## src/hdl/ers_pkg.sv

```systemverilog
// Shared constants, codes and cell control types for the elevator request scheduler.
package ers_pkg;

	localparam int FLOORS   = 4;
	localparam int FL_W     = (FLOORS > 1) ? $clog2(FLOORS) : 1;
	localparam int FIELD_W  = 2;

	typedef enum logic [1:0] {
		KIND_HALL_UP = 2'd0,
		KIND_HALL_DN = 2'd1,
		KIND_CABIN   = 2'd2,
		KIND_NONE    = 2'd3
	} order_kind_t;

	typedef enum logic [1:0] {
		DIR_UP   = 2'd0,
		DIR_DOWN = 2'd1,
		DIR_IDLE = 2'd2,
		DIR_RSVD = 2'd3
	} travel_dir_t;

	// Per-cell update of the pending bits.
	typedef struct packed {
		logic load;
		logic clr;
		logic set_up;
		logic set_dn;
	} cell_upd_t;

	// Scan token control, common to every cell.
	typedef struct packed {
		logic load_tok;
		logic shift;
		logic dir_up;
		logic sel_up;
	} tok_ctl_t;

endpackage

```

## src/hdl/ers_if.sv

```systemverilog
// Request and response channel interfaces of the elevator request scheduler.
interface ers_req_if;
	logic       valid;
	logic       ready;
	logic       order_valid;
	logic [1:0] order_floor;
	logic [1:0] order_kind;
	logic       floor_clear_valid;
	logic [1:0] floor_to_clear;
	logic       clear_every_floor;
	logic [1:0] last_floor;
	logic       car_above;
	logic [1:0] travel_dir;

	modport source (
		output valid, order_valid, order_floor, order_kind, floor_clear_valid,
			floor_to_clear, clear_every_floor, last_floor, car_above, travel_dir,
		input  ready
	);
	modport sink (
		input  valid, order_valid, order_floor, order_kind, floor_clear_valid,
			floor_to_clear, clear_every_floor, last_floor, car_above, travel_dir,
		output ready
	);
endinterface

interface ers_rsp_if;
	logic       valid;
	logic       ready;
	logic       target_found;
	logic [1:0] target_floor;

	modport source (output valid, target_found, target_floor, input ready);
	modport sink   (input valid, target_found, target_floor, output ready);
endinterface

```

## src/hdl/ers_cell.sv

```systemverilog
// One floor cell: pending up/down bits and the scan token stage.
module ers_cell
	import ers_pkg::*;
(
	input  logic      clk,
	input  logic      arst_n,
	input  cell_upd_t upd,
	input  tok_ctl_t  ctl,
	input  logic      inject,
	input  logic      tok_below,
	input  logic      tok_above,
	output logic      tok,
	output logic      hit
);

	logic up_q;
	logic dn_q;
	logic tok_q;

	always_ff @(posedge clk or negedge arst_n) begin
		if (!arst_n) begin
			up_q <= 1'b0;
			dn_q <= 1'b0;
		end else if (upd.load) begin
			up_q <= (up_q & ~upd.clr) | upd.set_up;
			dn_q <= (dn_q & ~upd.clr) | upd.set_dn;
		end
	end

	// Take the token from the neighbor behind the sweep direction.
	always_ff @(posedge clk or negedge arst_n) begin
		if (!arst_n) begin
			tok_q <= 1'b0;
		end else if (ctl.load_tok) begin
			tok_q <= inject;
		end else if (ctl.shift) begin
			tok_q <= ctl.dir_up ? tok_below : tok_above;
		end
	end

	assign tok = tok_q;
	assign hit = tok_q & (ctl.sel_up ? up_q : dn_q);

endmodule

```

## src/hdl/elevator_request_scheduler_top.sv

```systemverilog
// Top level of the elevator request scheduler: item control, order decode and cell row.
// Flow: accept, update the pending bits in S_UPD, then up to three scan passes, each
// placing or skipping the token in S_START and then walking it floor by floor in
// S_RUN until a hit or the end of the pass; the result then sits in an output
// register until taken.
// Throughput: one item at a time; the next item is taken once the result is taken.
// Reset: arst_n clears all pending bits, the scan token and the output valid at once.
module elevator_request_scheduler_top
	import ers_pkg::*;
(
	input  logic          clk,
	input  logic          arst_n,
	ers_req_if.sink       req,
	ers_rsp_if.source     rsp
);

	typedef enum logic [3:0] {
		S_IDLE  = 4'b0001,
		S_UPD   = 4'b0010,
		S_START = 4'b0100,
		S_RUN   = 4'b1000
	} state_t;

	typedef enum logic [1:0] {
		PASS_FIRST  = 2'd0,
		PASS_SECOND = 2'd1,
		PASS_THIRD  = 2'd2,
		PASS_NONE   = 2'd3
	} pass_t;

	state_t      state_q;
	pass_t       pass_q;
	logic [FL_W-1:0] pos_q;

	// Item fields, held for the whole scan.
	logic        ord_valid_q;
	logic [1:0]  ord_floor_q;
	logic [1:0]  ord_kind_q;
	logic        fclr_valid_q;
	logic [1:0]  fclr_floor_q;
	logic        clr_all_q;
	logic [1:0]  last_q;
	logic        above_q;
	logic [1:0]  dir_q;

	logic        out_valid_q;
	logic        found_q;
	logic [1:0]  floor_q;

	cell_upd_t   upd   [FLOORS];
	tok_ctl_t    ctl;
	logic [FLOORS-1:0] tok;
	logic [FLOORS-1:0] hit;
	logic [FLOORS-1:0] inject;
	logic        any_hit;

	logic        scan_on;
	logic        p_empty;
	logic        p_up;
	logic        p_sel_up;
	logic [FL_W-1:0] p_start;
	logic [FL_W-1:0] p_end;

	logic        req_acc;

	assign req.ready = (state_q == S_IDLE) && !out_valid_q;
	assign req_acc   = req.valid && req.ready;

	assign rsp.valid        = out_valid_q;
	assign rsp.target_found = found_q;
	assign rsp.target_floor = floor_q;

	// Order decode: clear all, then clear one floor, then place the order.
	always_comb begin
		for (int i = 0; i < FLOORS; i++) begin
			upd[i].load   = (state_q == S_UPD);
			upd[i].clr    = clr_all_q || (fclr_valid_q && int'(fclr_floor_q) == i);
			upd[i].set_up = 1'b0;
			upd[i].set_dn = 1'b0;
			if (ord_valid_q && int'(ord_floor_q) == i) begin
				if (i == FLOORS - 1) begin
					upd[i].set_up = 1'b1;
				end else if (i == 0) begin
					upd[i].set_dn = 1'b1;
				end else begin
					case (ord_kind_q)
						KIND_HALL_UP: upd[i].set_up = 1'b1;
						KIND_HALL_DN: upd[i].set_dn = 1'b1;
						KIND_CABIN: begin
							if (int'(last_q) == i) begin
								upd[i].set_up = !above_q;
								upd[i].set_dn = above_q;
							end else if (i > int'(last_q)) begin
								upd[i].set_up = 1'b1;
							end else begin
								upd[i].set_dn = 1'b1;
							end
						end
						default: ;
					endcase
				end
			end
		end
	end

	// Range, direction and set of the current scan pass.
	always_comb begin
		int l;
		int s;
		int e;
		l        = int'(last_q);
		s        = 0;
		e        = FLOORS - 1;
		p_empty  = 1'b0;
		p_up     = 1'b1;
		p_sel_up = 1'b1;
		scan_on  = (dir_q == DIR_UP) || (dir_q == DIR_DOWN);
		case (pass_q)
			PASS_FIRST: begin
				if (dir_q == DIR_UP) begin
					// Up bits above the last floor, sweeping up.
					p_empty = (l >= FLOORS - 1);
					s       = l + 1;
				end else begin
					// Down bits below the last floor, sweeping down.
					p_up     = 1'b0;
					p_sel_up = 1'b0;
					p_empty  = (l == 0);
					s        = ((l < FLOORS) ? l : FLOORS) - 1;
					e        = 0;
				end
			end
			PASS_SECOND: begin
				if (dir_q == DIR_UP) begin
					p_up     = 1'b0;
					p_sel_up = 1'b0;
					s        = FLOORS - 1;
					e        = 0;
				end
			end
			PASS_THIRD: begin
				if (dir_q == DIR_UP) begin
					e = (l < FLOORS - 1) ? l : FLOORS - 1;
				end else begin
					p_up     = 1'b0;
					p_sel_up = 1'b0;
					p_empty  = (l > FLOORS - 1);
					s        = FLOORS - 1;
					e        = l;
				end
			end
			default: p_empty = 1'b1;
		endcase
		if (p_empty) begin
			s = 0;
			e = 0;
		end
		p_start = FL_W'(s);
		p_end   = FL_W'(e);
	end

	assign any_hit = |hit;

	always_comb begin
		ctl.load_tok = (state_q == S_START) && scan_on && !p_empty;
		ctl.shift    = (state_q == S_RUN) && !any_hit && (pos_q != p_end);
		ctl.dir_up   = p_up;
		ctl.sel_up   = p_sel_up;
		for (int i = 0; i < FLOORS; i++) begin
			inject[i] = (int'(p_start) == i);
		end
	end

	// Row of cells; the token walks one floor per cycle between neighbors.
	for (genvar g = 0; g < FLOORS; g++) begin : g_cell
		logic below;
		logic above;
		if (g == 0) begin : g_bot
			assign below = 1'b0;
		end else begin : g_mid_b
			assign below = tok[g-1];
		end
		if (g == FLOORS - 1) begin : g_top
			assign above = 1'b0;
		end else begin : g_mid_a
			assign above = tok[g+1];
		end
		ers_cell u_cell (
			.clk       (clk),
			.arst_n    (arst_n),
			.upd       (upd[g]),
			.ctl       (ctl),
			.inject    (inject[g]),
			.tok_below (below),
			.tok_above (above),
			.tok       (tok[g]),
			.hit       (hit[g])
		);
	end

	// Latch the item on accept.
	always_ff @(posedge clk) begin
		if (req_acc) begin
			ord_valid_q  <= req.order_valid;
			ord_floor_q  <= req.order_floor;
			ord_kind_q   <= req.order_kind;
			fclr_valid_q <= req.floor_clear_valid;
			fclr_floor_q <= req.floor_to_clear;
			clr_all_q    <= req.clear_every_floor;
			last_q       <= req.last_floor;
			above_q      <= req.car_above;
			dir_q        <= req.travel_dir;
		end
	end

	// Sequencer: update, then passes until a hit or the last one ends; no scan if not up or down.
	always_ff @(posedge clk or negedge arst_n) begin
		if (!arst_n) begin
			state_q     <= S_IDLE;
			pass_q      <= PASS_FIRST;
			pos_q       <= '0;
			out_valid_q <= 1'b0;
			found_q     <= 1'b0;
			floor_q     <= '0;
		end else begin
			if (out_valid_q && rsp.ready) begin
				out_valid_q <= 1'b0;
			end
			case (state_q)
				S_IDLE: begin
					if (req_acc) begin
						state_q <= S_UPD;
					end
				end
				S_UPD: begin
					pass_q  <= PASS_FIRST;
					state_q <= S_START;
				end
				S_START: begin
					if (!scan_on || (p_empty && pass_q == PASS_THIRD)) begin
						out_valid_q <= 1'b1;
						found_q     <= 1'b0;
						floor_q     <= '0;
						state_q     <= S_IDLE;
					end else if (p_empty) begin
						pass_q <= pass_t'(pass_q + 2'd1);
					end else begin
						pos_q   <= p_start;
						state_q <= S_RUN;
					end
				end
				S_RUN: begin
					if (any_hit) begin
						out_valid_q <= 1'b1;
						found_q     <= 1'b1;
						floor_q     <= FIELD_W'(pos_q);
						state_q     <= S_IDLE;
					end else if (pos_q == p_end) begin
						if (pass_q == PASS_THIRD) begin
							out_valid_q <= 1'b1;
							found_q     <= 1'b0;
							floor_q     <= '0;
							state_q     <= S_IDLE;
						end else begin
							pass_q  <= pass_t'(pass_q + 2'd1);
							state_q <= S_START;
						end
					end else begin
						// Advance the position with the token.
						pos_q <= p_up ? pos_q + 1'b1 : pos_q - 1'b1;
					end
				end
				default: state_q <= S_IDLE;
			endcase
		end
	end

	a_tok_single: assert property (@(posedge clk) disable iff (!arst_n)
		$onehot0(tok))
		else $error("more than one scan token in the cell row");

	a_tok_at_pos: assert property (@(posedge clk) disable iff (!arst_n)
		(state_q == S_RUN) |-> tok[pos_q])
		else $error("scan token not at the tracked floor");

	a_none_zero: assert property (@(posedge clk) disable iff (!arst_n)
		(out_valid_q && !found_q) |-> (floor_q == '0))
		else $error("target floor nonzero without a target");

	a_acc_upd: assert property (@(posedge clk) disable iff (!arst_n)
		req_acc |=> (state_q == S_UPD))
		else $error("accepted item did not start the pending-bit update");

	a_hit_ends: assert property (@(posedge clk) disable iff (!arst_n)
		(state_q == S_RUN && any_hit) |=> (out_valid_q && found_q))
		else $error("hit in the cell row did not produce a result");

endmodule

```

## src/flat_wrapper.sv

```systemverilog
// flat-port wrapper written by rule: the top's interface ports become plain ports
module elevator_request_scheduler_top_flat import ers_pkg::*;
  (clk, arst_n, req_valid, req_order_valid, req_order_floor, req_order_kind, req_floor_clear_valid, req_floor_to_clear, req_clear_every_floor, req_last_floor, req_car_above, req_travel_dir, req_ready, rsp_valid, rsp_target_found, rsp_target_floor, rsp_ready);
  ers_req_if req_i ();
  ers_rsp_if rsp_i ();
  input  logic clk;
  input  logic arst_n;
  input wire logic [$bits(req_i.valid)-1:0] req_valid;
  input wire logic [$bits(req_i.order_valid)-1:0] req_order_valid;
  input wire logic [$bits(req_i.order_floor)-1:0] req_order_floor;
  input wire logic [$bits(req_i.order_kind)-1:0] req_order_kind;
  input wire logic [$bits(req_i.floor_clear_valid)-1:0] req_floor_clear_valid;
  input wire logic [$bits(req_i.floor_to_clear)-1:0] req_floor_to_clear;
  input wire logic [$bits(req_i.clear_every_floor)-1:0] req_clear_every_floor;
  input wire logic [$bits(req_i.last_floor)-1:0] req_last_floor;
  input wire logic [$bits(req_i.car_above)-1:0] req_car_above;
  input wire logic [$bits(req_i.travel_dir)-1:0] req_travel_dir;
  output wire logic [$bits(req_i.ready)-1:0] req_ready;
  output wire logic [$bits(rsp_i.valid)-1:0] rsp_valid;
  output wire logic [$bits(rsp_i.target_found)-1:0] rsp_target_found;
  output wire logic [$bits(rsp_i.target_floor)-1:0] rsp_target_floor;
  input wire logic [$bits(rsp_i.ready)-1:0] rsp_ready;
  assign req_i.valid = req_valid;
  assign req_i.order_valid = req_order_valid;
  assign req_i.order_floor = req_order_floor;
  assign req_i.order_kind = req_order_kind;
  assign req_i.floor_clear_valid = req_floor_clear_valid;
  assign req_i.floor_to_clear = req_floor_to_clear;
  assign req_i.clear_every_floor = req_clear_every_floor;
  assign req_i.last_floor = req_last_floor;
  assign req_i.car_above = req_car_above;
  assign req_i.travel_dir = req_travel_dir;
  assign req_ready = req_i.ready;
  assign rsp_valid = rsp_i.valid;
  assign rsp_target_found = rsp_i.target_found;
  assign rsp_target_floor = rsp_i.target_floor;
  assign rsp_i.ready = rsp_ready;
  elevator_request_scheduler_top u_core (.clk(clk), .arst_n(arst_n), .req(req_i), .rsp(rsp_i));
endmodule
```

## config.mk

```make
export PLATFORM = sky130hd
export DESIGN_NAME = elevator_request_scheduler_top_flat
export DESIGN_NICKNAME = d
export VERILOG_FILES = /design/src/hdl/ers_pkg.sv /design/src/hdl/ers_if.sv /design/src/hdl/ers_cell.sv /design/src/hdl/elevator_request_scheduler_top.sv /design/src/flat_wrapper.sv
export SDC_FILE = /design/constraint.sdc
export NUM_CORES = 1
export LEC_CHECK = 0
export BUFFER_PORTS_ARGS = -buffer_cell sky130_fd_sc_hd__buf_2
export CORE_UTILIZATION = 55
export CTS_BUF_LIST = sky130_fd_sc_hd__clkbuf_8
export DETAILED_ROUTE_END_ITERATION = 16
export PLACE_DENSITY_LB_ADDON = 0.12
export SYNTH_ARGS = -nofsm -noshare
export SYNTH_HDL_FRONTEND = slang
export SYNTH_SLANG_ARGS = --single-unit
export TNS_END_PERCENT = 20
```

## constraint.sdc

```tcl
create_clock -name clk -period 3.2 [get_ports clk]
set_input_delay 0.64 -clock clk [delete_from_list [all_inputs] [get_ports clk]]
set_output_delay 0.64 -clock clk [all_outputs]
set_load 0.05 [all_outputs]
```

==> results of run 1 <==
## area by class of cell
| class | instances | area (um2) |
|---|---|---|
| clock buffers | 5 | 68.82 |
| clock inverters | 3 | 17.52 |
| fillers | 353 | 1450 |
| inverters | 13 | 48.80 |
| multi-input cells | 172 | 1196 |
| flip-flops and latches | 38 | 1022 |
| well taps | 50 | 62.56 |
| repair buffers | 29 | 162.7 |
## cells in the final DEF (no fill, tap or decap), drive strengths merged, types with 9 or more instances in the layout
| cell type | synthesis | final |
|---|---|---|
| buf | 3 | 29 |
| nand2 | 24 | 24 |
| inv | 13 | 14 |
| edfxtp | 14 | 14 |
| dfrtp | 23 | 23 |
| ha | 11 | 11 |
| nor2 | 9 | 9 |
| nor3 | 11 | 11 |
| o21ai | 18 | 18 |
## critical path: stages (launching register included)
cell and delay (ns):
dfrtp_1 0.38, inv_1 0.09, ha_1 0.28, or4_4 0.57, a21oi_4 0.27, mux2i_1 0.20
or4_4 0.63, o211ai_2 0.16, or3b_1 0.35
## layer usage
metal / GRT usage / up-vias / share of wire
met3: 0.04623 / 6 / 0.040
met2: 0.4192 / 48 / 0.48
li1: - / 925 / -
met5: 0 / - / 0
met1: 0.3057 / 877 / 0.47
met4: 0.05585 / 0 / 0.0097
## worst paths after layout
| path | startpoint | to | slack (ns) |
|---|---|---|---|
| min in group clk | u_core.rsp.target_found | u_core.rsp.target_found | 0.47 |
| max in group asynchronous | arst_n | u_core.state_q[0] | 2.52 |
| worst max-delay path | u_core.pass_q[0] | u_core.g_cell[0].u_cell.tok | 0.14 |
| worst min-delay path | arst_n | u_core.rsp.target_floor[1] | 0.31 |
| worst max register to register | u_core.pass_q[0] | u_core.g_cell[0].u_cell.tok | 0.14 |
| worst min register to register | u_core.rsp.target_found | u_core.rsp.target_found | 0.47 |
## kinds of logic (layout without fill, tap and decap cells)
logic type                 Yosys count  in the layout  share of synthesized area
xor gates and xnor gates             2              2                   0.007589
adders and majority gates           11             11                    0.05962
buffers and inverters               20             50                    0.03902
muxes                                7              7                    0.03035
and+or+nand+nor                     84             84                     0.2033
AOI/OAI and AO/OA                   68             68                     0.2173
DFF                                 38             38                     0.4428
## Yosys cell counts, types with 2 or more instances
cell type / n
o211ai_1: 6
nand3b_1: 4
mux2i_1: 7
o21ai_0: 18
inv_1: 13
nor2b_1: 7
a21oi_1: 5
nor3_1: 11
o31ai_1: 2
a31oi_1: 4
ha_1: 11
a311o_1: 3
nor2_1: 9
edfxtp_1: 14
xnor2_1: 2
clkbuf_1: 4
or3b_2: 2
a211oi_1: 4
buf_6: 2
nand3_1: 4
a21o_1: 3
nor3b_1: 5
dfrtp_1: 23
and3_1: 3
nor4b_1: 3
o21a_1: 2
nand2_1: 24
or3_1: 2
or4_4: 2
a22oi_1: 2
## flip-flops by register name, indices dropped and copies added, names as in the netlist, 2 cells and up
signal / flops
u_core.g_cell.u_cell.up_q: 4
u_core.ord_kind_q: 2
u_core.fclr_floor_q: 2
u_core.dir_q: 2
u_core.pass_q: 2
u_core.last_q: 2
u_core.state_q: 4
u_core.g_cell.u_cell.tok: 4
u_core.rsp.target_floor: 2
u_core.ord_floor_q: 2
u_core.pos_q: 2
u_core.g_cell.u_cell.dn_q: 4
## power by group through the flow
stage / combinational [W] / sequential (W) / clock (W)
after global placement: 0.000747 / 0.000769 / 0
after detailed placement: 0.000754 / 0.000772 / 0
after floorplan: 0.000588 / 0.000732 / 0
after CTS: 0.000757 / 0.000762 / 0.000325
final: 0.000761 / 0.000764 / 0.000317
after global routing: 0.000840 / 0.000785 / 0.000344
## stage by stage
step	setup WS (ns)	hold slack (ns)	area (um2)
after global routing	0.07066	0.3775	2579
after detailed placement	0.1974	0.4611	2492
after global placement	0.2838	0.4554	2492
after floorplan	0.3253	0.3444	2308
final	0.1368	0.3137	2579
after CTS	0.1700	0.3437	2579
==> impl_metrics.yaml, run 1 <==
sta:
  drv_slew: 0
  fin_crit_ns: 3.063
  skew_ns: 0.004102
  max_slew_margin: 0.3476
  fin_tns_setup_ns: 0
  hold_viol: 0
  rsz0062_at_grt: "false"
  setup_viol_count_final: 0
  fmax_ghz: 0.3265
  finalCritPeriodShare: 0.9573
  worstMarginPinSlew_ns: 0.9649
power_and_ir_drop:
  power_w: 0.001842
  switching_share: 0.4077
  ir_worst_vdd_mv: 0.4073
  leakage_nw: 1.088
  p_switching_w: 0.0007510
  cellPowerDensity_nw_per_um2: 714.3
  intPower_w: 0.001091
  clkPwrFrac: 0.172
  comb_power_share: 0.413
  pwr-share-seq: 0.415
grt:
  gr-total-overflow: 0
  grt_max_degree: 25
  antenna_found_initial: 0
  grt_pass1_wl_mm: 7.886
  grt_pass1_vias: 1756
  track_usage: 0.2409
yosys:
  synth_nets: 259
  synth.distinct_cells: 59
  yosys.area.top_type_share: 0.2493
  ys_ff_latch: 38
  synth_top_cell_by_area: "dfrtp_1"
  synth.area.top_cells: "dfrtp_1 (25%), edfxtp_1 (18%), ha_1 (6.0%)"
  synth_area_um2: 2308
  synthCells: 230
  synth_enable_flop_cells: 14
  seq_area_frac_synth: 0.4428
  synthArstFlopShare: 0.6316
  ys.flop_type: "dfrtp_1"
  syn_area_per_cell_um2: 10.04
  ys_warn_count: 0
clocking:
  ctsHtreeMaxLevel: 2
  cts_root_buf: "clkbuf_8"
  hold_buffers: 0
  clk_pin_slew_ns: 0.08
  clk_latency_ns: 0.28
  post_cts_buffers: 0
  cts.repair.resized: 0
  cts_sinks: 38
  numCtsBuffers: 5
  tritoncts: "done"
  clk_path_buf_depth: 2
setup_path:
  cp-end-kind: "flip-flop"
  worstPathRequired_ns: 3.36
  critPathMaxFanout: 9
  critPathLaunchType: "flip-flop"
  rr_worst_depth: 8
  cp.arrival_ns: 3.22
  worst-setup-path-type: "reg -> reg"
route:
  vias: 1856
  drc: 0
  vias_per_cell: 5.987
  drtAntennaViolNets: 0
  wl_mm: 4.753
  initialDrtViolationCount: 134
  first_pass_iters: 4
  routedWlPerCell_um: 15.33
outcome:
  status: "completed"
placed_design:
  port_buffers: 22
  dp_hpwl_mm: 3.656
  routabilityCongestion: 0.9808
  placed_cells_incl_taps: 302
finish:
  final_layout_size_suffix_gt1_frac: 0.1846
  fin_nets: 288
  fin_cells: 310
  antenna_cells: 0
  area_growth_syn_to_layout_pct: 11.71
  final_core_util: 0.6401
die:
  dieArea_um2: 4460
  num_rows: 23
  coreArea_um2: 4029
  start_util: 0.5730
  fp.dieH_um: 66.79
  num_io_pins: 23
  die_x_um: 66.79
job:
  drv_cap: 0
min_path:
  min_path_type: "in -> async"
(Power assumes the default switching activity.)
==> run 2: changes to the inputs <==
--- a/config.mk
+++ b/config.mk
@@ -5,7 +5,8 @@
 export SDC_FILE = /design/constraint.sdc
 export NUM_CORES = 1
 export LEC_CHECK = 0
-export BUFFER_PORTS_ARGS = -buffer_cell sky130_fd_sc_hd__buf_2
+export BUFFER_PORTS_ARGS = -buffer_cell sky130_fd_sc_hd__clkbuf_2
+export CORE_MARGIN = 2
 export CORE_UTILIZATION = 55
 export CTS_BUF_LIST = sky130_fd_sc_hd__clkbuf_8
 export DETAILED_ROUTE_END_ITERATION = 16
==> run 2 against run 1 <==
Against the previous run: non-clock buffer count is the same; worst hold slack gained 0.014 ns; critical endpoint unchanged; sequential cell count is the same; sequential power is essentially flat; register-to-register slack lost 0.03 ns; critical path type unchanged; highest routed layer unchanged; clock power grew 55%; global-route usage shrank 0.75 points; wire length grew 3.9%; first-iteration DRC count grew 19%; critical path depth is the same; sequential share of layout area shrank 0.77 points.
==> impl_metrics.yaml, run 2 (synthesis gave the netlist of run 1 again) <==
sta:
  hold_viol: 0
  fin_tns_setup_ns: 0
  finalCritPeriodShare: 0.9665
  setup_viol_count_final: 0
  max_slew_margin: 0.4016
  fin_hold_ws_ns: 0.3272
  fmax_ghz: 0.3233
  worstMarginPinSlew_ns: 0.8851
  rsz0062_at_grt: "false"
  fin_crit_ns: 3.093
  skew_ns: 0.004767
  drv_slew: 0
finish:
  final_layout_size_suffix_gt1_frac: 0.1885
  fin_nets: 288
  area_growth_syn_to_layout_pct: 13.93
  fillers: 317
  final_cell_mix: "nand2_1 (24), dfrtp_1 (23), clkbuf_2 (22)"
  antenna_cells: 0
  final_area_um2: 2630
  final_common_cell: "nand2_1"
power_and_ir_drop:
  switching_share: 0.3815
  pwr-share-seq: 0.378
  comb_power_share: 0.380
  ir_worst_vdd_mv: 0.4371
  cellPowerDensity_nw_per_um2: 770.4
  clkPwrFrac: 0.242
  intPower_w: 0.001253
  p_switching_w: 0.0007730
  leakage_nw: 1.107
clocking:
  cts_sinks: 38
  clk_path_buf_depth: 2
  clk_latency_ns: 0.29
  hold_buffers: 0
  cts.repair.resized: 0
  numCtsBuffers: 5
  tritoncts: "done"
  clk_pin_slew_ns: 0.08
  ctsHtreeMaxLevel: 2
  cts_root_buf: "clkbuf_8"
  post_cts_buffers: 0
route:
  drc: 0
  wl_mm: 4.940
  vias: 1934
  first_pass_iters: 5
  vias_per_cell: 6.239
  routedWlPerCell_um: 15.94
  initialDrtViolationCount: 159
  drtAntennaViolNets: 0
placed_design:
  port_buffers: 22
  dp_hpwl_mm: 3.720
  placed_area_um2: 2492
  routabilityCongestion: 0.9819
setup_path:
  worst-setup-path-type: "reg -> reg"
  cp_slowest_stage_delay_ns: 0.63
  cp-end-kind: "flip-flop"
  critPathLaunchType: "flip-flop"
  cp.arrival_ns: 3.26
  cp_slowest_cell: "or4_4"
  critPathMaxFanout: 9
  crit_family: "simple AND/OR/NAND/NOR gates"
  cp_num_buf_inv: 1
  timing.critical_path.mode_cell: "or4_4"
  worstPathCellList: "inv_1 -> ha_1 -> or4_4 -> a21oi_4 -> mux2i_1 -> or4_4 -> o211ai_2 -> or3b_1"
  worstPathRequired_ns: 3.37
outcome:
  status: "completed"
die:
  die_x_um: 68.79
  dieArea_um2: 4731
  start_util: 0.5730
  fp.dieH_um: 68.79
  num_rows: 23
  coreArea_um2: 4029
  num_io_pins: 23
min_path:
  min_path_type: "in -> async"
job:
  drv_cap: 0
grt:
  grt_util_met1: 0.2878
  gr-total-overflow: 0
  track_usage: 0.2334
  met3_usage: 0.04383
  busiest_layer: "met2"
  grt_max_degree: 25
  grt_pass1_vias: 1799
  antenna_found_initial: 0
  grt_pass1_wl_mm: 8.004
  grt_use_met2: 0.4075
## run 2: worst paths after layout
check / from / to / depth (start not counted) / slack (ns)
max reg2reg: u_core.pass_q[0] / u_core.g_cell[0].u_cell.tok / 8 / 0.11
max in group asynchronous: arst_n / u_core.state_q[2] / 1 / 2.48
min reg2reg: u_core.rsp.target_found / u_core.rsp.target_found / 1 / 0.48
min: arst_n / u_core.rsp.valid / 1 / 0.33
min in group clk: u_core.rsp.target_found / u_core.rsp.target_found / 1 / 0.48
max: u_core.pass_q[0] / u_core.g_cell[0].u_cell.tok / 8 / 0.11
## run 2: per-stage QoR
| step | utilization | power [W] | cells | setup WS, ns |
|---|---|---|---|---|
| finish | 0.6528 | 0.002026 | 310 | 0.1072 |
| global route | 0.6528 | 0.002149 | 310 | 0.001982 |
| CTS | 0.6528 | 0.002026 | 310 | 0.1322 |
| detailed placement | 0.6186 | 0.001529 | 302 | 0.1758 |
| global placement | 0.6186 | 0.001516 | 302 | 0.2873 |
| floorplan | - | 0.001320 | 230 | 0.3253 |
## run 2: metal layers
metal | wire length, um | part of all wire
met5 | 0 | 0
met4 | 104 | 0.021
met3 | 244 | 0.049
met2 | 2456 | 0.50
met1 | 2134 | 0.43
## run 2: area by class of cell
type / instances / area, um2 / share of cell area
Multi-Input combinational cell: 172 / 1196 / 0.4548
Sequential cell: 38 / 1022 / 0.3887
Timing Repair Buffer: 29 / 162.7 / 0.06185
Clock buffer: 5 / 68.82 / 0.02617
Clock inverter: 3 / 68.82 / 0.02617
Tap cell: 50 / 62.56 / 0.02379
Inverter: 13 / 48.80 / 0.01855
## run 2: power groups by stage
stage / combinational, W / sequential [W] / clock [W]
floorplan: 0.000588 / 0.000732 / 0
global placement: 0.000748 / 0.000769 / 0
detailed placement: 0.000759 / 0.000771 / 0
CTS: 0.000766 / 0.000762 / 0.000498
global route: 0.000847 / 0.000783 / 0.000519
finish: 0.000771 / 0.000765 / 0.000490
